===== src/design/trd_pkg.sv =====
`timescale 1ns / 1ps
// Shared constants, types and helper functions for the touch report decoder.
// Depends on nothing; the decoder top level refers to it by scoped names.
package trd_pkg;

   // Report layout.
   localparam int MAX_POINTS_DEFAULT = 2;
   localparam int BYTES_PER_POINT    = 6;
   localparam int OFS_W              = 3;
   localparam int COORD_W            = 12;

   // Byte offsets inside one point record.
   localparam logic [OFS_W-1:0] OFS_X_HIGH   = 3'd0;
   localparam logic [OFS_W-1:0] OFS_X_LOW    = 3'd1;
   localparam logic [OFS_W-1:0] OFS_Y_HIGH   = 3'd2;
   localparam logic [OFS_W-1:0] OFS_Y_LOW    = 3'd3;
   localparam logic [OFS_W-1:0] OFS_PRESSURE = 3'd4;
   localparam logic [OFS_W-1:0] OFS_LAST     = OFS_W'(BYTES_PER_POINT - 1);

   // Configuration port.
   localparam int CSR_ADDR_W = 5;
   localparam int CSR_DATA_W = 32;
   localparam int REG_IDX_W  = 3;

   localparam logic [REG_IDX_W-1:0] REG_X_LIMIT        = 3'd0;
   localparam logic [REG_IDX_W-1:0] REG_Y_LIMIT        = 3'd1;
   localparam logic [REG_IDX_W-1:0] REG_SWAP_AXES      = 3'd2;
   localparam logic [REG_IDX_W-1:0] REG_MIRROR_H       = 3'd3;
   localparam logic [REG_IDX_W-1:0] REG_MIRROR_V       = 3'd4;
   localparam logic [REG_IDX_W-1:0] REG_POINT_CAPACITY = 3'd5;

   localparam logic [COORD_W-1:0] LIMIT_RESET    = 12'hFFF;
   localparam logic [1:0]         CAPACITY_RESET = 2'd2;

   // The fields of one point that the results use; byte 5 is dropped.
   typedef struct packed {
      logic [3:0] x_high;
      logic [7:0] x_low;
      logic [7:0] y_high;    // high nibble is the touch id
      logic [7:0] y_low;
      logic [7:0] pressure;
   } point_type;

   function automatic logic [COORD_W-1:0] mirror_axis(input logic [COORD_W-1:0] v,
                                                      input logic [COORD_W-1:0] lim);
      mirror_axis = (v > lim) ? '0 : lim - v;
   endfunction

   function automatic logic [COORD_W-1:0] clamp_axis(input logic [COORD_W-1:0] v,
                                                     input logic [COORD_W-1:0] lim);
      clamp_axis = (v > lim) ? lim : v;
   endfunction

endpackage


===== src/design/touch_report_decoder.sv =====
`timescale 1ns / 1ps
// Touch report decoder top level: byte collector, point bank, result stage
// and configuration registers. Depends on trd_pkg for constants and types.
//
// The req channel carries one report byte per word, with req_frame_start
// marking the status byte. A report is the status byte and then six bytes for
// each of MAX_POINTS point slots. Bytes seen outside a frame are dropped, and
// a frame start in the middle of a report restarts collection.
// The rsp channel returns one word per reported point once the final report
// byte is accepted, or a single word with rsp_point_valid low when the frame
// holds no points. The first result word is registered after the final byte
// starts the emitter, and the following ones one per cycle while rsp_ready is
// high. The block takes one byte per cycle. It stalls a byte only while the
// final byte of a report is due and results of the previous frame are still
// being delivered, since the completed frame is copied into the single result
// bank when that byte is accepted; a frame start offered then waits as well.
// A stalled receiver holds the result word in the output register; the
// collector keeps taking the bytes of the next report meanwhile.
// Reset clears the frame and result state and returns the registers to their
// defaults (both limits 4095, no swap, no mirroring, capacity two).
// The csr port is APB style with no wait states: x_limit at 0x00, y_limit at
// 0x04, swap_axes 0x08, mirror_horizontal 0x0C, mirror_vertical 0x10, point_capacity
// 0x14. Registers must be written only while the block is idle; it does not check this.
module touch_report_decoder #(
   parameter int MAX_POINTS = trd_pkg::MAX_POINTS_DEFAULT
) (
   input  logic                            clock,
   input  logic                            reset,
   // Input byte channel.
   input  logic                            req_valid,
   output logic                            req_ready,
   input  logic [7:0]                      req_report_byte,
   input  logic                            req_frame_start,
   // Result channel.
   output logic                            rsp_valid,
   input  logic                            rsp_ready,
   output logic                            rsp_point_valid,
   output logic [trd_pkg::COORD_W-1:0]     rsp_x_coord,
   output logic [trd_pkg::COORD_W-1:0]     rsp_y_coord,
   output logic [7:0]                      rsp_pressure,
   output logic [3:0]                      rsp_touch_id,
   output logic [1:0]                      rsp_point_count,
   output logic                            rsp_last,
   // Configuration port.
   input  logic                            csr_psel,
   input  logic                            csr_penable,
   input  logic                            csr_pwrite,
   input  logic [trd_pkg::CSR_ADDR_W-1:0]  csr_paddr,
   input  logic [trd_pkg::CSR_DATA_W-1:0]  csr_pwdata,
   output logic [trd_pkg::CSR_DATA_W-1:0]  csr_prdata,
   output logic                            csr_pready
);

   localparam int PT_W = (MAX_POINTS > 1) ? $clog2(MAX_POINTS) : 1;
   localparam int CW   = trd_pkg::COORD_W;

   // ---------------------------------------------------------------------
   // Configuration registers.
   // ---------------------------------------------------------------------
   logic [CW-1:0] x_limit_ff;
   logic [CW-1:0] y_limit_ff;
   logic          swap_axes_ff;
   logic          mirror_h_ff;
   logic          mirror_v_ff;
   logic [1:0]    capacity_ff;

   logic                            csr_write;
   logic [trd_pkg::REG_IDX_W-1:0]   csr_index;

   assign csr_pready = 1'b1;
   assign csr_write  = csr_psel && csr_penable && csr_pwrite && csr_pready;
   assign csr_index  = csr_paddr[trd_pkg::CSR_ADDR_W-1:2];

   always_ff @(posedge clock) begin
      if (reset) begin
         x_limit_ff   <= trd_pkg::LIMIT_RESET;
         y_limit_ff   <= trd_pkg::LIMIT_RESET;
         swap_axes_ff <= 1'b0;
         mirror_h_ff  <= 1'b0;
         mirror_v_ff  <= 1'b0;
         capacity_ff  <= trd_pkg::CAPACITY_RESET;
      end else if (csr_write) begin
         case (csr_index)
            trd_pkg::REG_X_LIMIT:        x_limit_ff   <= csr_pwdata[CW-1:0];
            trd_pkg::REG_Y_LIMIT:        y_limit_ff   <= csr_pwdata[CW-1:0];
            trd_pkg::REG_SWAP_AXES:      swap_axes_ff <= csr_pwdata[0];
            trd_pkg::REG_MIRROR_H:       mirror_h_ff  <= csr_pwdata[0];
            trd_pkg::REG_MIRROR_V:       mirror_v_ff  <= csr_pwdata[0];
            trd_pkg::REG_POINT_CAPACITY: capacity_ff  <= csr_pwdata[1:0];
            default: ;
         endcase
      end
   end

   always_comb begin
      csr_prdata = '0;
      case (csr_index)
         trd_pkg::REG_X_LIMIT:        csr_prdata[CW-1:0] = x_limit_ff;
         trd_pkg::REG_Y_LIMIT:        csr_prdata[CW-1:0] = y_limit_ff;
         trd_pkg::REG_SWAP_AXES:      csr_prdata[0]      = swap_axes_ff;
         trd_pkg::REG_MIRROR_H:       csr_prdata[0]      = mirror_h_ff;
         trd_pkg::REG_MIRROR_V:       csr_prdata[0]      = mirror_v_ff;
         trd_pkg::REG_POINT_CAPACITY: csr_prdata[1:0]    = capacity_ff;
         default:                     csr_prdata         = '0;
      endcase
   end

   // ---------------------------------------------------------------------
   // Byte collector. The point slot and the byte offset inside it are kept
   // as two counters, so a byte lands in its field without any division.
   // ---------------------------------------------------------------------
   logic                     frame_active_ff;
   logic [3:0]               raw_count_ff;
   logic [PT_W-1:0]          pt_idx_ff;
   logic [trd_pkg::OFS_W-1:0] ofs_ff;
   trd_pkg::point_type       work_bank_ff [MAX_POINTS];

   logic in_accept;
   logic final_next;
   logic frame_done;

   // The next data byte of the frame is its final byte.
   assign final_next = frame_active_ff && (ofs_ff == trd_pkg::OFS_LAST) &&
                       (pt_idx_ff == PT_W'(MAX_POINTS - 1));

   // Result-side state, declared here because the ready term needs it.
   logic emit_busy_ff;

   assign req_ready  = !(final_next && emit_busy_ff);
   assign in_accept  = req_valid && req_ready;
   assign frame_done = in_accept && !req_frame_start && final_next;

   always_ff @(posedge clock) begin
      if (reset) begin
         frame_active_ff <= 1'b0;
      end else if (in_accept) begin
         if (req_frame_start) begin
            frame_active_ff <= 1'b1;
         end else if (final_next) begin
            frame_active_ff <= 1'b0;
         end
      end
   end

   always_ff @(posedge clock) begin
      if (in_accept) begin
         if (req_frame_start) begin
            raw_count_ff <= req_report_byte[3:0];
            pt_idx_ff    <= '0;
            ofs_ff       <= '0;
         end else if (frame_active_ff) begin
            case (ofs_ff)
               trd_pkg::OFS_X_HIGH:   work_bank_ff[pt_idx_ff].x_high   <= req_report_byte[3:0];
               trd_pkg::OFS_X_LOW:    work_bank_ff[pt_idx_ff].x_low    <= req_report_byte;
               trd_pkg::OFS_Y_HIGH:   work_bank_ff[pt_idx_ff].y_high   <= req_report_byte;
               trd_pkg::OFS_Y_LOW:    work_bank_ff[pt_idx_ff].y_low    <= req_report_byte;
               trd_pkg::OFS_PRESSURE: work_bank_ff[pt_idx_ff].pressure <= req_report_byte;
               default: ;
            endcase
            if (ofs_ff == trd_pkg::OFS_LAST) begin
               ofs_ff <= '0;
               if (pt_idx_ff != PT_W'(MAX_POINTS - 1)) begin
                  pt_idx_ff <= pt_idx_ff + 1'b1;
               end
            end else begin
               ofs_ff <= ofs_ff + 1'b1;
            end
         end
      end
   end

   // Point count after the limits: a count above the slot count reads as
   // zero, then it is capped by the capacity, where zero capacity means one.
   logic [1:0] cap_eff;
   logic [1:0] frame_count;

   always_comb begin
      cap_eff = (capacity_ff == 2'd0) ? 2'd1 : capacity_ff;
      if (raw_count_ff > 4'(MAX_POINTS)) begin
         frame_count = 2'd0;
      end else if (raw_count_ff > {2'b00, cap_eff}) begin
         frame_count = cap_eff;
      end else begin
         frame_count = raw_count_ff[1:0];
      end
   end

   // ---------------------------------------------------------------------
   // Result bank and emitter. A finished frame is copied into the result
   // bank so the collector can start filling the next report at once.
   // ---------------------------------------------------------------------
   trd_pkg::point_type out_bank_ff [MAX_POINTS];
   logic [1:0]         emit_count_ff;
   logic [1:0]         emit_left_ff;
   logic [PT_W-1:0]    emit_idx_ff;

   logic rsp_valid_ff;
   logic out_load;
   logic emit_step;
   logic emit_last;

   assign out_load  = !rsp_valid_ff || rsp_ready;
   assign emit_step = emit_busy_ff && out_load;
   assign emit_last = (emit_count_ff == 2'd0) || (emit_left_ff == 2'd1);

   always_ff @(posedge clock) begin
      if (reset) begin
         emit_busy_ff <= 1'b0;
      end else if (frame_done) begin
         emit_busy_ff <= 1'b1;
      end else if (emit_step && emit_last) begin
         emit_busy_ff <= 1'b0;
      end
   end

   always_ff @(posedge clock) begin
      if (frame_done) begin
         out_bank_ff   <= work_bank_ff;
         emit_count_ff <= frame_count;
         emit_left_ff  <= frame_count;
         emit_idx_ff   <= '0;
      end else if (emit_step && !emit_last) begin
         emit_left_ff <= emit_left_ff - 2'd1;
         emit_idx_ff  <= emit_idx_ff + 1'b1;
      end
   end

   // Coordinate transform for the point being emitted: swap, then mirror,
   // then clamp against the limits.
   trd_pkg::point_type cur_point;
   logic [CW-1:0]      raw_x;
   logic [CW-1:0]      raw_y;
   logic [CW-1:0]      sw_x;
   logic [CW-1:0]      sw_y;
   logic [CW-1:0]      mir_x;
   logic [CW-1:0]      mir_y;

   always_comb begin
      cur_point = out_bank_ff[emit_idx_ff];
      raw_x     = {cur_point.x_high, cur_point.x_low};
      raw_y     = {cur_point.y_high[3:0], cur_point.y_low};
      sw_x      = swap_axes_ff ? raw_y : raw_x;
      sw_y      = swap_axes_ff ? raw_x : raw_y;
      mir_x     = mirror_h_ff ? trd_pkg::mirror_axis(sw_x, x_limit_ff) : sw_x;
      mir_y     = mirror_v_ff ? trd_pkg::mirror_axis(sw_y, y_limit_ff) : sw_y;
   end

   // Output register.
   logic          rsp_point_valid_ff;
   logic [CW-1:0] rsp_x_coord_ff;
   logic [CW-1:0] rsp_y_coord_ff;
   logic [7:0]    rsp_pressure_ff;
   logic [3:0]    rsp_touch_id_ff;
   logic [1:0]    rsp_point_count_ff;
   logic          rsp_last_ff;

   always_ff @(posedge clock) begin
      if (reset) begin
         rsp_valid_ff <= 1'b0;
      end else if (out_load) begin
         rsp_valid_ff <= emit_busy_ff;
      end
   end

   always_ff @(posedge clock) begin
      if (emit_step) begin
         rsp_point_count_ff <= emit_count_ff;
         rsp_last_ff        <= emit_last;
         if (emit_count_ff == 2'd0) begin
            // A frame without points reports one empty word.
            rsp_point_valid_ff <= 1'b0;
            rsp_x_coord_ff     <= '0;
            rsp_y_coord_ff     <= '0;
            rsp_pressure_ff    <= '0;
            rsp_touch_id_ff    <= '0;
         end else begin
            rsp_point_valid_ff <= 1'b1;
            rsp_x_coord_ff     <= trd_pkg::clamp_axis(mir_x, x_limit_ff);
            rsp_y_coord_ff     <= trd_pkg::clamp_axis(mir_y, y_limit_ff);
            rsp_pressure_ff    <= cur_point.pressure;
            rsp_touch_id_ff    <= cur_point.y_high[7:4];
         end
      end
   end

   assign rsp_valid       = rsp_valid_ff;
   assign rsp_point_valid = rsp_point_valid_ff;
   assign rsp_x_coord     = rsp_x_coord_ff;
   assign rsp_y_coord     = rsp_y_coord_ff;
   assign rsp_pressure    = rsp_pressure_ff;
   assign rsp_touch_id    = rsp_touch_id_ff;
   assign rsp_point_count = rsp_point_count_ff;
   assign rsp_last        = rsp_last_ff;

   // ---------------------------------------------------------------------
   // Assertions.
   // ---------------------------------------------------------------------

   // An empty word is always the only and final word of its frame.
   a_empty_word: assert property (@(posedge clock) disable iff (reset)
      (rsp_valid && !rsp_point_valid) |-> (rsp_last && rsp_point_count == 2'd0))
      else $error("empty result word without last or with a nonzero count");

   // A point word stays within the configured limits and a nonzero count.
   a_point_word: assert property (@(posedge clock) disable iff (reset)
      (rsp_valid && rsp_point_valid) |->
         (rsp_point_count != 2'd0 && rsp_x_coord <= x_limit_ff &&
          rsp_y_coord <= y_limit_ff))
      else $error("point word out of limits or with zero count");

   // A completed frame starts the emitter and leaves the collector idle.
   a_frame_done: assert property (@(posedge clock) disable iff (reset)
      frame_done |=> (emit_busy_ff && !frame_active_ff))
      else $error("completed frame did not hand over to the emitter");

endmodule


===== config.mk =====
export PLATFORM = sky130hd
export DESIGN_NAME = touch_report_decoder
export DESIGN_NICKNAME = d
export VERILOG_FILES = /design/src/design/trd_pkg.sv /design/src/design/touch_report_decoder.sv
export SDC_FILE = /design/constraint.sdc
export NUM_CORES = 1
export LEC_CHECK = 0
export ABC_CLOCK_PERIOD_IN_PS = 6100
export BUFFER_PORTS_ARGS = -buffer_cell sky130_fd_sc_hd__buf_2
export CAP_MARGIN = 20
export CORE_MARGIN = 8
export CORE_UTILIZATION = 51
export CTS_CLUSTER_DIAMETER = 40
export DETAILED_ROUTE_END_ITERATION = 10
export PLACE_DENSITY = 0.78
export SKIP_CTS_REPAIR_TIMING = 1
export SYNTH_ARGS = -nofsm -noshare
export SYNTH_HDL_FRONTEND = slang
export SYNTH_SLANG_ARGS = --single-unit

===== constraint.sdc =====
create_clock -name clock -period 6.1 [get_ports clock]
set_input_delay 1.83 -clock clock [delete_from_list [all_inputs] [get_ports clock]]
set_output_delay 1.83 -clock clock [all_outputs]
set_load 0.01 [all_outputs]

# [Yosys cells after proc, flatten, opt, wreduce, memory -nomap -nowiden]
# Cells that the tools add are included.
[totals] ff_bits=229 input_bits=53 out_inout_bits=75
[classes] addsub=6 n_lt_le_gt_ge=9 eq_ne=11 muxes=45 bitwise=3 reduce_logical=39
[ops] operator="72-bit bitwise mux" n=5
[ops] operator="72-bit one-hot mux with 5 select lines" n=1
[ops] operator="36-bit demux with 1-bit select" n=5
[ops] operator="36-bit 2-to-1 mux" n=4
[ops] operator="12-bit 2-to-1 mux" n=8
[ops] operator="12-bit > comparator" n=4
[ops] operator="32-bit 2-to-1 mux" n=1
[ops] operator="24-bit 2-to-1 mux" n=1
[ops] operator="12-bit subtractor" n=2
[ops] operator="10-bit one-hot mux with 2 select lines" n=1
[ops] operator="2-bit AND reduction" n=9
[ops] operator="16-bit 2-to-1 mux" n=1
[ops] operator="3-bit by 2-bit == test with 1-bit output, second input constant" n=4
[ops] operator="3-bit == test, second input constant" n=4
[ops] operator="1-bit logical AND" n=12
[ops] operator="2-bit 2-to-1 mux" n=5
[ops] operator="2-bit nonzero test" n=5
[ops] operator="1-bit 2-to-1 mux" n=8
[ops] operator="8-bit 2-to-1 mux" n=1
[ops] operator="3-bit by 1-bit == test with 1-bit output, second input constant" n=2
[ops] operator="3-bit zero test" n=2
[ops] operator="3-bit 2-to-1 mux" n=2
[ops] operator="1-bit one-hot mux with 6 select lines" n=1
[ops] operator="5-bit nonzero test" n=1
[ops] operator="16 further kinds" n=24

# [Longest topological paths before layout]
# Gate-level depths: netlist (run 1).
[logic_depth] ltp_word=10 ltp_mapped=20 depth_no_buf=17

# [Worst setup path before layout (run 1)]
# Ideal clock, no wire load.
[synth_timing] path_type="in2reg" from="input req_valid" to="register emit_left_ff[1] (data pin)" arrival_ns=5.443 required_ns=5.839 path_slack_ns=0.396 path_stages=3 path_cell_list="nand2_1 > nor3_2 > mux2_2"
[synth_between] elab_chain_len=4
[synth_lines] element="start: declaration" line="touch_report_decoder.sv:30" rtl="input logic req_valid,"
[synth_lines] element="1-bit logical AND" line="touch_report_decoder.sv:130" rtl="assign in_accept = req_valid && req_ready;"
[synth_lines] element="1-bit logical AND (2 in series)" line="touch_report_decoder.sv:131" rtl="assign frame_done = in_accept && !req_frame_start && final_next;"
[synth_lines] element="named net frame_done" line="touch_report_decoder.sv:120" rtl="logic frame_done;"
[synth_lines] element="2-bit 2-to-1 mux" line="touch_report_decoder.sv:217" rtl="if (frame_done) begin"
[synth_lines] element="end signal: assignment" line="touch_report_decoder.sv:220" rtl="emit_left_ff <= frame_count;"
[synth_lines] element="end signal: assignment" line="touch_report_decoder.sv:223" rtl="emit_left_ff <= emit_left_ff - 2'd1;"
[synth_lines] element="end: declaration" line="touch_report_decoder.sv:194" rtl="logic [1:0] emit_left_ff;"
# The timed path passes the listed nets, and every way through them passes these cells.
# A chain may end at the register's enable or synchronous reset.

# [Final worst setup path (run 1)]
[layout_timing] from="register swap_axes_ff" to="register rsp_x_coord_ff[2] (netlist: rsp_x_coord[2]) (data pin)"
[layout_between] elab_chain_len=6
[layout_lines] element="start: declaration" line="touch_report_decoder.sv:62" rtl="logic swap_axes_ff;"
[layout_lines] element="start signal: assignment" line="touch_report_decoder.sv:86" rtl="trd_pkg::REG_SWAP_AXES: swap_axes_ff <= csr_pwdata[0];"
[layout_lines] element="12-bit 2-to-1 mux (*)" line="touch_report_decoder.sv:242" rtl="sw_x = swap_axes_ff ? raw_y : raw_x;"
[layout_lines] element="12-bit subtractor / 12-bit > comparator (equally long branches)" line="trd_pkg.sv:46" rtl="mirror_axis = (v > lim) ? '0 : lim - v;"
[layout_lines] element="12-bit 2-to-1 mux" line="trd_pkg.sv:46"
[layout_lines] element="12-bit 2-to-1 mux (*)" line="touch_report_decoder.sv:244" rtl="mir_x = mirror_h_ff ? trd_pkg::mirror_axis(sw_x, x_limit_ff) : sw_x;"
[layout_lines] element="12-bit > comparator" line="trd_pkg.sv:51" rtl="clamp_axis = (v > lim) ? lim : v;"
[layout_lines] element="12-bit 2-to-1 mux (*)" line="trd_pkg.sv:51"
[layout_lines] element="end signal: assignment" line="touch_report_decoder.sv:278" rtl="rsp_x_coord_ff <= trd_pkg::clamp_axis(mir_x, x_limit_ff);"
[layout_lines] element="end: declaration" line="touch_report_decoder.sv:250" rtl="logic [CW-1:0] rsp_x_coord_ff;"
# Mark *: on every way between the ends. The rest lies on a longest branch, timed or not.

==> metrics.md, run 1 <==
| Metric | Value |
|---|---|
| Status | finished, final reports clean |
| Syn. warnings | 0 |
| 1st-iter DRT viols | 587 |
| Post-synthesis mux area share | 8.134% |
| Final setup fails | 0 |
| Crit end category | flip-flop |
| Die ar. | 0.02886 mm^2 |
| Mapped cell area | 0.01208 mm^2 |
| Lkg Pwr | 5.360 nW |
| Clock Power Share | 46.1% |
| Crit start category | flip-flop |
| Switching Share | 23.03% |
| Reg2reg end | rsp_x_coord[2] |
| Pint | 2.827 mW |
| Pin count of the biggest net entering global routing | 42 |
| Max stage delay on crit path | 0.75 ns |
| Gp weighted congestion | 0.9111 |
| CP max stage cell | dfxtp_1 |
| Vias in the first global route | 8268 |
| Post-synth cell types | 74 |
| CTS root buf | clkbuf_16 |
| Normalized max-slew margin | 36.15% |
| Crit Path Max Fanout | 14 |
| Minimum clock period | 5.340 ns |
| H-tree depth | 1 |
| TritonCTS sink count | 229 |
| Slew @ Worst Pin | 0.9577 ns |
| Critical Path AT | 5.63 ns |
| Reg-to-Reg Start | swap_axes_ff |
| Reg2reg setup slack | 0.76 ns |
| Maximum buffer depth of the clock tree | 3 |
| Hpwl dp | 20200 um |
| Pre-antenna DRT Iters | 5 |
| Antenna diode count | 0 |
| CP Class | flip-flop to flip-flop |
| Nets | 1182 |
| Launch point of the worst path | swap_axes_ff |
| Count of pins over their slew limit | 0 |
| Fin crit share | 87.55% |
| Wire per inst | 19.91 um |
| Setup TNS Final | 0 ns |
| Area grow syn2layout | 13.50% |
| Combinational Power Share | 7.1% |
| FILL cells | 1818 |
| CP Cell Sequence | buf_4, mux4_2, inv_1, ha_1, nor2b_1, o31ai_2, a21oi_1, o21ai_2, o22ai_1, ha_1, nor2b_1, o211ai_1, a211o_1, a31o_2, o21ai_0, o21ba_2 |
| Post-Synth XOR/XNOR Area | 0.6528% |
| Critical path's top delay family | compound AO/OA/AOI/OAI gates |
| Final ANT Viol Nets | 0 |
| I/O Pins | 128 |
| CTS tree | built |
| CP Depth | 16 |
| Crit path capture | rsp_x_coord[2] |
| First-pass GRT wire length | 44180 um |
| # port buffers | 84 |
| Fraction of registers with async set/reset | 0% |
| Syn Inst Count | 1000 |
| Clock-pin slew on the worst setup and hold paths | 0.06 ns |
| Initial antenna violation count | 0 |
| Flops & latches, synth | 229 |
| Sequential Power Share | 46.8% |
| Hold crit path type | flip-flop to flip-flop |
| Post-synthesis compound-gate area fraction | 17.29% |
| Core area | 0.02333 mm^2 |
| Adder-cell share of the synthesized area | 6.134% |
| Num CTS Buffers | 29 |
| Drt drc | 0 |
| Die Span X | 169.9 um |
| Final-report hold violation count | 0 |
| Clk Latency, worst-skew pair | 0.54 ns |
| Fin Clk Skew | 0.01036 ns |
| Power Density | 268.0 mW/mm^2 |
| Simple-gate portion of the synthesized area | 8.030% |
| Combinational family with the most area after synthesis | compound AO/OA/AOI/OAI gates |
| Die height | 169.9 um |
| WP buf/inv | 2 |
| Hold slack | 0.4433 ns |
| Total of max-cap violations | 0 |
| Overall global routing resource usage | 19.07% |
| Synth Area per Inst | 12.08 um^2 |
| Initial Util | 51.75% |
| Synth Flop Type | edfxtp_1 |
| Register area share after synthesis | 54.21% |
| Net Sw Power | 0.8460 mW |
| Via density | 5.942 |
| Worst Path Required | 6.39 ns |
| Standard-cell row count | 56 |
| Final WL | 28070 um |
| Max Fclk | 187.3 MHz |
| Gr ovfl total | 0 |
| Via count | 8378 |
| EDFF count, synth | 196 |
| Peak supply drop | 0.0002130 V |
| Layout cells sized above 1 | 19.98% |
| Worst reg-to-reg path cell count | 16 |
| RSZ-0062 raised after global routing | false |
## cells by family after synthesis
kind of cell	after synthesis
mux	67
xor+xnor	9
compound gates	279
simple gates	206
fa+ha+maj	58
other cells	2
buf+inv	150
flops	229
## synth_stat cells (all sizes together), types with 5 or more instances
master	count	share of area, %
o21ba	5	0.41
mux2i	25	2.1
a21oi	48	2.1
a31oi	12	0.62
nand3	7	0.29
nor3	12	0.63
nor2	94	2.9
ha	56	5.8
a211o	28	2.0
nor2b	13	0.67
buf	41	2.1
a21o	6	0.37
o21ai	43	1.8
nand4	9	0.47
nand2b	10	0.52
mux2	19	1.8
xor2	7	0.51
nand2	38	1.2
clkbuf	36	1.1
and2	5	0.26
a22o	68	4.9
o21a	18	1.1
dfxtp	33	5.5
mux4	23	4.3
inv	73	2.3
edfxtp	196	49
## cell usage in the layout, fill, tap and decap left out, drive strengths merged, types with 5 or more instances in the layout
| cell | n |
|---|---|
| nor2 | 94 |
| mux2 | 19 |
| o21a | 18 |
| conb | 21 |
| nand3 | 7 |
| nand2 | 38 |
| ha | 56 |
| a22o | 68 |
| nand2b | 10 |
| edfxtp | 196 |
| o21ai | 43 |
| xor2 | 7 |
| o21ba | 5 |
| nor3 | 12 |
| buf | 98 |
| and2 | 5 |
| a21o | 6 |
| a31oi | 12 |
| inv | 78 |
| mux2i | 25 |
| a21oi | 48 |
| dfxtp | 33 |
| a211o | 28 |
| clkinv | 10 |
| mux4 | 23 |
| nor2b | 13 |
| clkbuf | 31 |
| nand4 | 9 |
## area by class of cell
class	count	area, um^2	area share (%)
clock buffers	31	733.2	5.350
clock inverters	20	240.2	1.753
inverters	73	274.0	1.999
multi-input cells	640	4954	36.14
flip-flops and latches	229	6548	47.77
well taps	319	399.1	2.912
repair buffers	98	558.0	4.072
## layer usage
| metal | up-vias | global-route usage [%] | part of all wire (%) |
|---|---|---|---|
| met5 | - | 0 | 0 |
| met3 | 61 | 3.105 | 6.8 |
| li1 | 3906 | - | - |
| met4 | 0 | 7.003 | 2.9 |
| met2 | 294 | 32.19 | 49 |
| met1 | 4117 | 24.43 | 42 |
## through the flow
stage / power, mW / instances / setup slack [ns] / util, % / instance area, um^2
6_report: 3.673 / 1410 / 0.7596 / 58.74 / 13710
5_1_grt: 3.788 / 1410 / 0.5751 / 58.74 / 13710
4_1_cts: 3.698 / 1408 / 0.9010 / 58.54 / 13660
3_5_place_dp: 2.008 / 1357 / 0.9222 / 54.37 / 12680
3_3_place_gp: 2.000 / 1357 / 0.9794 / 54.37 / 12680
2_1_floorplan: 1.949 / 1019 / 0.3959 / - / 12150
## how the worst min path moves through the flow
stage | depth (start not counted) | end | slack (ns) | start
6_report | 0 | out_bank_ff[36] | 0.44 | flip-flop
5_1_grt | 0 | out_bank_ff[36] | 0.47 | flip-flop
4_1_cts | 0 | out_bank_ff[36] | 0.44 | flip-flop
3_5_place_dp | 0 | out_bank_ff[2] | 0.44 | flip-flop
3_3_place_gp | 0 | out_bank_ff[39] | 0.43 | flip-flop
2_1_floorplan | 0 | out_bank_ff[32] | 0.43 | flip-flop
## power groups by stage
| stage | Sequential, mW | Clock [mW] | Combinational [mW] |
|---|---|---|---|
| global route | 1.72 | 1.78 | 0.287 |
| detailed placement | 1.75 | 0 | 0.254 |
| global placement | 1.75 | 0 | 0.246 |
| finish | 1.72 | 1.69 | 0.261 |
| CTS | 1.72 | 1.72 | 0.256 |
| floorplan | 1.74 | 0 | 0.204 |
(Power assumes the default switching activity.)
==> run 2, diff against run 1 <==
- ABC_CLOCK_PERIOD_IN_PS: 6100 -> 4720
- PLACE_DENSITY: 0.78 -> 0.8
- clock period: 6.1 -> 4.72 ns (I/O delays scaled with it)
==> run 2 against run 1 <==
- global-route usage increased by 0.51 points
- clock skew increased by 0.018 ns
- wire length increased by 2.4%
- sequential share of layout area down 1.8 points
- combinational power is 39% higher
- sequential power grew 29%
- largest power group is now the clock network
- maximum frequency is 18% higher
- cell area up 4.0%
- non-clock buffer count is 36 higher
- utilization grew 2.4 points
- power up 40%
- die area is the same
==> metrics.md, run 2 (synthesized netlist as in run 1, its figures left out) <==
| Metric | Value |
|---|---|
| Drt drc | 0 |
| H-tree depth | 1 |
| Tot Pwr | 5.134 mW |
| Nets | 1220 |
| Worst Hold Path Cells | 0 |
| Critical Path AT | 4.89 ns |
| # port buffers | 84 |
| Normalized max-slew margin | 41.32% |
| Vias in the first global route | 8339 |
| Initial antenna violation count | 0 |
| First-pass GRT wire length | 44820 um |
| Slew @ Worst Pin | 0.8801 ns |
| Total of max-cap violations | 0 |
| TritonCTS sink count | 229 |
| Initial Util | 51.75% |
| Maximum buffer depth of the clock tree | 3 |
| Worst reg-to-reg path cell count | 17 |
| Final-report hold violation count | 0 |
| Peak supply drop | 0.0003137 V |
| Core area | 0.02333 mm^2 |
| Crit start category | flip-flop |
| Fin crit share | 95.88% |
| Pin count of the biggest net entering global routing | 65 |
| Via density | 5.828 |
| Pre-antenna DRT Iters | 7 |
| Wire per inst | 19.78 um |
| Most common cell after layout, fill and taps aside | edfxtp_1 |
| Placed instance count | 1395 |
| Max Fclk | 221.0 MHz |
| Die ar. | 0.02886 mm^2 |
| Num CTS Buffers | 31 |
| CP max stage cell | mux4_2 |
| Area grow syn2layout | 18.06% |
| Clk Latency, worst-skew pair | 0.57 ns |
| Minimum clock period | 4.526 ns |
| I/O Pins | 128 |
| CP Class | flip-flop to flip-flop |
| Hold crit path type | flip-flop to flip-flop |
| Setup TNS Final | 0 ns |
| CTS tree | built |
| Most frequent cells in the layout | edfxtp_1 (196), nor2_1 (93), buf_2 (84) |
| Reg-to-Reg Start | emit_idx_ff |
| FILL cells | 1841 |
| Antenna diode count | 0 |
| Critical path's top delay family | compound AO/OA/AOI/OAI gates |
| Power Density | 360.1 mW/mm^2 |
| Layout Utilization | 61.10% |
| 1st-iter DRT viols | 649 |
| Layout cells sized above 1 | 23.63% |
| Reg2reg setup slack | 0.19 ns |
| WP buf/inv | 3 |
| CTS root buf | clkbuf_16 |
| Worst Path Required | 5.08 ns |
| Overall global routing resource usage | 19.58% |
| Clock-pin slew on the worst setup and hold paths | 0.06 ns |
| Critical Path Most Common Cell | ha_1 |
| Fin Clk Skew | 0.02807 ns |
| Final WL | 28740 um |
| Count of pins over their slew limit | 0 |
| Hold Path Sink | out_bank_ff[64] |
| Die height | 169.9 um |
| Gr ovfl total | 0 |
| Die Span X | 169.9 um |
| Crit Path Max Fanout | 9 |
| Hpwl dp | 20980 um |
| Final setup fails | 0 |
| Max stage delay on crit path | 0.55 ns |
| Final ANT Viol Nets | 0 |
| Lkg Pwr | 5.640 nW |
| Via count | 8468 |
| Crit end category | flip-flop |
| CP Cell Sequence | mux4_2, ha_1, fa_1, nor2b_2, o31ai_2, a21oi_2, o221ai_4, o31a_1, inv_1, ha_1, and4_1, a221o_1, o22ai_1, buf_4, buf_12, o21ai_0, a21oi_1 |
| Reg2reg end | rsp_y_coord[2] |
| Non-Filler Instances | 1453 |
| Standard-cell row count | 56 |
| Status | finished, final reports clean |
| Gp weighted congestion | 0.8921 |
-- run 2: cell types whose count changed in the layout (fill, tap and decap cells not counted), sizes merged --
| cell | delta |
|---|---|
| buf | +36 |
| inv | +3 |
| bufinv | +3 |
| clkinv | -6 |
| clkbuf | +7 |
-- run 2: worst max-delay path by stage --
stage / startpoint / to / slack (ns) / cells after the start
after floorplan: emit_idx_ff / rsp_y_coord[11] / 0.02 / 17
after global placement: emit_idx_ff / rsp_y_coord[3] / 0.13 / 19
after detailed placement: emit_idx_ff / rsp_y_coord[2] / 0.10 / 18
after CTS: emit_idx_ff / rsp_y_coord[2] / 0.05 / 18
after global routing: emit_idx_ff / rsp_y_coord[7] / -0.0004 / 18
final: emit_idx_ff / rsp_y_coord[2] / 0.19 / 17
-- run 2: per-stage QoR --
step	instance area, um^2	setup slack [ns]	hold slack [ns]
after global placement	13020	0.1349	0.4301
after floorplan	12160	0.01746	0.4268
after CTS	14180	0.04932	0.4514
after detailed placement	13020	0.1029	0.4383
final	14260	0.1944	0.4486
after global routing	14260	-0.0003895	0.4596
-- run 2: final cells by class --
type / count / area, um^2 / share of cell area (%)
Timing Repair Buffer: 134 / 845.8 / 5.933
Sequential cell: 229 / 6550 / 45.95
Clock buffer: 38 / 864.6 / 6.065
Multi-Input combinational cell: 640 / 5024 / 35.24
Clock inverter: 20 / 299.0 / 2.098
Inverter: 73 / 274.0 / 1.922
Tap cell: 319 / 399.1 / 2.800
-- run 2: report_power, final --
part | switching (mW) | total, mW | internal (mW)
combinational | 0.213 | 0.364 | 0.151
clock | 0.901 | 2.55 | 1.65
sequential | 0.0145 | 2.22 | 2.21
total | 1.13 | 5.13 | 4.00
-- run 2: metal layers --
metal | part of all wire (%) | global-route usage [%]
met1 | 41 | 24.75
met2 | 49 | 33.32
met3 | 7.4 | 3.522
met4 | 2.8 | 6.926
met5 | 0 | 0
